`src/hdl/mbd_pkg.sv`:
```
// Package for the mipmap box downsampler: shared types, widths and state codes.
package mbd_pkg;

   // Fixed field widths of the item and configuration ports
   localparam int unsigned PortChanBits  = 16;
   localparam int unsigned LevelBits     = 4;
   localparam int unsigned PosBits       = 11;
   localparam int unsigned CsrDataBits   = 13;
   localparam int unsigned CsrIndexBits  = 2;

   // Register indexes of the configuration port
   typedef enum logic [CsrIndexBits-1:0] {
      CSR_BASE_WIDTH  = 2'd0,
      CSR_BASE_HEIGHT = 2'd1
   } csr_index_type;

   // Sequencer states of the back end
   typedef enum logic [2:0] {
      ST_IDLE,
      ST_LOOK,
      ST_READ,
      ST_EMIT,
      ST_FLUSH
   } back_state_type;

   // One base pixel as it arrives on the port
   typedef struct packed {
      logic [PortChanBits-1:0] red;
      logic [PortChanBits-1:0] green;
      logic [PortChanBits-1:0] blue;
      logic [PortChanBits-1:0] alpha;
   } pixel_type;

   // One result as it leaves on the port
   typedef struct packed {
      logic [LevelBits-1:0]    level;
      logic [PosBits-1:0]      col;
      logic [PosBits-1:0]      row;
      logic [PortChanBits-1:0] red;
      logic [PortChanBits-1:0] green;
      logic [PortChanBits-1:0] blue;
      logic [PortChanBits-1:0] alpha;
      logic                    last_of_run;
      logic                    chain_done;
   } result_type;

endpackage

```
`src/hdl/mbd_if.sv`:
```
// Handshake interfaces for the pixel request channel and the result channel.
interface mbd_req_if;
   import mbd_pkg::*;
   logic                    valid;
   logic                    ready;
   logic [PortChanBits-1:0] red;
   logic [PortChanBits-1:0] green;
   logic [PortChanBits-1:0] blue;
   logic [PortChanBits-1:0] alpha;
   modport source (output valid, output red, output green, output blue, output alpha,
                   input ready);
   modport sink   (input valid, input red, input green, input blue, input alpha,
                   output ready);
endinterface


```
`src/hdl/mbd_front.sv`:
```
// Front end: accepts base pixels and queues them (two entries) for the back end.
module mbd_front
   import mbd_pkg::*;
(
   input  logic      clock,
   input  logic      reset,
   mbd_req_if.sink   req_ch,
   output logic      q_valid,
   output pixel_type q_pixel,
   input  logic      q_ready
);
   pixel_type  slot_ff [2];
   pixel_type  slot_in [2];
   logic [1:0] count_ff, count_in;
   logic       push, pop;

   assign req_ch.ready = (count_ff != 2'd2);
   assign push    = req_ch.valid && req_ch.ready;
   assign q_valid = (count_ff != 2'd0);
   assign pop     = q_valid && q_ready;
   assign q_pixel = slot_ff[0];

   // Shift queue: head in slot 0
   always_comb begin
      slot_in  = slot_ff;
      count_in = count_ff;
      if (pop) begin
         slot_in[0] = slot_ff[1];
         count_in   = count_ff - 2'd1;
      end
      if (push) begin
         slot_in[count_in[0]] = '{red: req_ch.red, green: req_ch.green,
                                  blue: req_ch.blue, alpha: req_ch.alpha};
         count_in = count_in + 2'd1;
      end
   end

   always_ff @(posedge clock) begin
      if (reset) begin
         count_ff <= 2'd0;
      end else begin
         count_ff <= count_in;
      end
      slot_ff <= slot_in;
   end

   // Queue never overflows and never pops empty
   a_no_overflow: assert property (@(posedge clock) disable iff (reset)
      count_ff <= 2'd2) else $error("front queue overflow");
   a_pop_nonempty: assert property (@(posedge clock) disable iff (reset)
      pop |-> count_ff != 2'd0) else $error("pop from empty queue");
   a_count_step: assert property (@(posedge clock) disable iff (reset)
      (push && !pop) |=> count_ff == $past(count_ff) + 2'd1)
      else $error("queue count did not advance");
endmodule

```
`src/flat_wrapper.sv`:
```
// flat-port wrapper written by rule: the top's interface ports become plain ports
module mbd_front_flat import mbd_pkg::*;
  (clock, reset, q_valid, q_pixel, q_ready, req_ch_valid, req_ch_red, req_ch_green, req_ch_blue, req_ch_alpha, req_ch_ready);
  mbd_req_if req_ch_i ();
  input  logic clock;
  input  logic reset;
  output logic q_valid;
  output pixel_type q_pixel;
  input  logic q_ready;
  input wire logic [$bits(req_ch_i.valid)-1:0] req_ch_valid;
  input wire logic [$bits(req_ch_i.red)-1:0] req_ch_red;
  input wire logic [$bits(req_ch_i.green)-1:0] req_ch_green;
  input wire logic [$bits(req_ch_i.blue)-1:0] req_ch_blue;
  input wire logic [$bits(req_ch_i.alpha)-1:0] req_ch_alpha;
  output wire logic [$bits(req_ch_i.ready)-1:0] req_ch_ready;
  assign req_ch_i.valid = req_ch_valid;
  assign req_ch_i.red = req_ch_red;
  assign req_ch_i.green = req_ch_green;
  assign req_ch_i.blue = req_ch_blue;
  assign req_ch_i.alpha = req_ch_alpha;
  assign req_ch_ready = req_ch_i.ready;
  mbd_front u_core (.clock(clock), .reset(reset), .req_ch(req_ch_i), .q_valid(q_valid), .q_pixel(q_pixel), .q_ready(q_ready));
endmodule
```
`config.mk`:
```
export PLATFORM = sky130hd
export DESIGN_NAME = mbd_front_flat
export DESIGN_NICKNAME = d
export VERILOG_FILES = /design/src/hdl/mbd_pkg.sv /design/src/hdl/mbd_if.sv /design/src/hdl/mbd_front.sv /design/src/flat_wrapper.sv
export SDC_FILE = /design/constraint.sdc
export NUM_CORES = 1
export LEC_CHECK = 0
export BUFFER_PORTS_ARGS = -buffer_cell sky130_fd_sc_hd__buf_2
export CORE_MARGIN = 3
export CORE_UTILIZATION = 48
export DETAILED_ROUTE_END_ITERATION = 16
export GPL_TIMING_DRIVEN = 0
export PLACE_DENSITY = 0.84
export SETUP_SLACK_MARGIN = 0.1
export SLEW_MARGIN = 20
export SYNTH_ARGS = -nofsm -noshare
export SYNTH_HDL_FRONTEND = slang
export SYNTH_SLANG_ARGS = --single-unit
```
`constraint.sdc`:
```
create_clock -name clock -period 3.1 [get_ports clock]
set_input_delay 0.31 -clock clock [delete_from_list [all_inputs] [get_ports clock]]
set_output_delay 0.31 -clock clock [all_outputs]
set_load 0.02 [all_outputs]
```
Yosys cells after proc, flatten, opt, wreduce, memory -nomap -nowiden
Index checks and enable logic that the tools add are counted.
- add/subtract/negate cells: 2
- bitwise gates (word level): 1
- muxes and demuxes: 7
- order comparisons: 2
- eq/ne operators: 1
- shift-type cells: 0
- multipliers: 0
- reduce and logical (&&, ||, !) cells: 4
- div/mod/pow operators: 0
- operators by type and width (operator ; count):
    $bwmux 128 ; 1
    $mux 128 ; 1
    $mux 64 ; 2
    $demux 64 s1 ; 1
    $mux 2 ; 2
    $logic_and 1x1->1 ; 3
    $add 2x1->2 const B ; 1
    $ge 2x2->1 const B ; 1
    $lt 2x1->1 const B ; 1
    $ne 2x2->1 const B ; 1
    $not 1->2 ; 1
    $reduce_bool 2->1 ; 1
    $sub 2x1->2 const B ; 1
- output and inout bits: 66
- memories kept: 0
- word-level logic and storage cells: 26
- bits in latches: 0
- memory bits (read-only): 0
- RAM bits: 0
- bits in registers: 130
- bits of input ports: 68

Depth between registers and ports, before layout
- depth in word-level cells: 10
- mapped depth: 9

Least setup slack after synthesis
Ideal clock, no wire load.
- path type: register to register
- from: register u_core.count_ff[0]
- to: register with a tool-made name
- cell stages (with the launch flop): 7
- data arrival time: 2523 ps
- required time: 2671 ps
- setup time: 429 ps
- setup slack: 148 ps
- clock period less this slack: 2952 ps
- path buffers: 1
- path through: dfxtp_1 inv_2 ha_1 nor2b_1 buf_2 xnor2_1 ha_1
- RTL lines (element ; line ; RTL):
    from (decl) ; mbd_front.sv:14 ; logic [1:0] count_ff, count_in;
    from (signal assigned) ; mbd_front.sv:42 ; count_ff <= count_in;

==> run summary <==
P_sw -> 2.53 mW
Die height -> 114 um
R2r startpoint -> u_core.count_ff[0]
Arr. time, crit path -> 2790 ps
Row count -> 38
Starting DRT DRC Count -> 137
Clock transition at the registers of the reported paths -> 50 ps
Post-route minimum period -> 2490 ps
Post-synthesis cell count -> 355
Critical path data required time -> 3390 ps
Sw frac -> 30.2%
Final Slew Violations -> 0
Final hold vios -> 0
Area occupied by multi-input gates -> 1800 um^2
# diodes -> 0
Logic gate share of total power -> 44.9%
Fraction of layout cells with a size suffix above 1 -> 70.2%
Clock Tree Buf Depth -> 2
Pint -> 5.86 mW
Clk root buf -> clkbuf_16
Area growth from synthesis to layout -> 25.2%
Final HPWL DP -> 6980 um
TritonCTS clock tree -> done
I/O pin count -> 134
Maximum vdd ir drop -> 0.639 mV
Most frequent cells in the layout -> buf_2 (137), mux2_2 (68), dfxtp_1 (66)
Seq pwr share -> 33.9%
Number of global-route vias before repair -> 3279
Worst setup EP type -> register
Kind of critical path -> reg -> reg
GRT overflow -> 0
DRC viols -> 0
Status -> completed
First-pass GRT wire length -> 15900 um
H-Tree Depth -> 4
Die span in x -> 114 um
Reg area -> 3240 um^2
Core area -> 11200 um^2
YS warnings -> 0
Vias after detailed routing -> 3105
Crit. Startpoint -> u_core.count_ff[0]
Starting Density -> 50.4%
CTS sink count -> 130
Worst-Skew Late Latency -> 410 ps
CP max FO -> 10
Initial antenna violation count -> 0
Final Non-Filler Cells -> 661
Cts hold-fix bufs -> 0
Post-route ant nets -> 0
Num CTS Buffers -> 17
Worst slew pin tran -> 599 ps
Unrepaired setup endpoints after global routing -> false
Hold path start -> req_ch_blue[4]
Routed WL -> 9960 um
Vias per inst -> 4.70
PwrDens -> 1190 nW/um^2
Max-cap check violation count -> 0
Register bit total from synthesis -> 130
GRT Util Overall -> 16.1%
Post-synthesis cell type count -> 19
IO Port Bufs -> 133
Clock skew -> 5.53 ps
Synth Area per Inst -> 15.9 um^2
Pin count of the biggest net entering global routing -> 45
Pleak -> 3.17 nW
DIE AREA -> 13100 um^2
Fin crit share -> 80.4%
Placed Instances -> 629
Post-CTS setup buffers -> 0
Wire per inst -> 15.1 um
TritonRoute pass-1 iters -> 4
Final #Nets -> 579
Max-slew headroom -> 60.1%
Clk pwr share -> 21.3%
Net count after synthesis -> 426
Leading cell type in the layout, fill and taps excluded -> buf_2
Synthesized area -> 5640 um^2
Final Util -> 63.1%
Seq/Total Area, Yosys -> 57.5%
Fillers -> 820
Class of the worst hold path -> in -> reg
Fmax -> 401 MHz
Final Setup Violations -> 0
Resized Gates After CTS -> 0
Startpoint Class -> register
Routability cong. -> 0.710
-- stage by stage --
step,TNS (ps),hold WS [ps],power (mW),worst slack (ps),cell area (um^2)
2_1_floorplan,0,382,5.80,148,5640
3_3_place_gp,-53370,495,6.51,-838,6480
3_5_place_dp,0,503,6.67,571,6520
4_1_cts,0,63.6,8.50,559,7060
5_1_grt,0,63.5,8.84,448,7060
6_report,0,88.8,8.39,607,7060
-- power by group through the flow --
stage          registers [mW]  clock network, mW  logic [mW]
2_1_floorplan            2.80                  0        3.00
3_3_place_gp             2.85                  0        3.65
3_5_place_dp             2.88                  0        3.80
4_1_cts                  2.85               1.83        3.82
5_1_grt                  2.92               1.91        4.02
6_report                 2.84               1.78        3.76
-- routing by layer --
layer  vias up  global-route usage (%)  routed length [um]
met1      1481                    17.8                4130
met4         0                    7.60                 174
met3        12                    5.81                 584
met2        93                    27.4                5070
met5         -                       0                   0
li1       1519                       -                   -
-- path summary, 6_finish.rpt --
path / cells after the start / to / slack [ps]
hold reg to reg: 2 / u_core.q_pixel[62] / 590
setup / recovery: 8 / u_core.q_pixel[39] / 610
hold / removal: 1 / register / 90
setup reg to reg: 8 / u_core.q_pixel[39] / 610
-- cell usage after synthesis --
master,number,share of area (%)
nand2_1,1,0.067
clkbuf_1,3,0.20
or3b_1,1,0.16
mux2_2,68,14
buf_1,1,0.067
inv_2,1,0.067
buf_6,7,1.4
inv_1,3,0.20
buf_2,4,0.36
buf_4,64,8.5
edfxtp_1,64,34
nor2b_1,3,0.33
ha_1,3,0.67
o31ai_1,1,0.13
mux2_4,60,16
dfxtp_1,66,23
nor3b_1,1,0.13
nand3b_1,1,0.13
xnor2_1,3,0.47
-- worst max-delay path, cell delays in order (launching register included) --
cell,delay [ps]
dfxtp_1,360
inv_2,70
ha_1,230
nor2b_1,110
buf_2,150
buf_2,280
clkbuf_1,510
mux2_2,400
mux2_4,250
-- area by class of cell --
type,count,share of cell area (%)
Timing Repair Buffer,134,9.82
Buffer,79,8.42
Multi-Input combinational cell,142,25.5
Tap cell,140,2.48
Inverter,4,0.213
Clock inverter,5,0.355
Sequential cell,130,46.0
Clock buffer,27,7.27
-- cell families after synthesis --
kind of cell | Yosys count | synth area share (%)
and+or+nand+nor | 7 | 0.821
AOI/OAI and AO/OA | 1 | 0.133
adders and majority gates | 3 | 0.666
xor gates and xnor gates | 3 | 0.466
buffers and inverters | 83 | 10.8
muxes | 128 | 29.6
DFF | 130 | 57.5
Note: power is estimated with default switching activity, not from simulation.
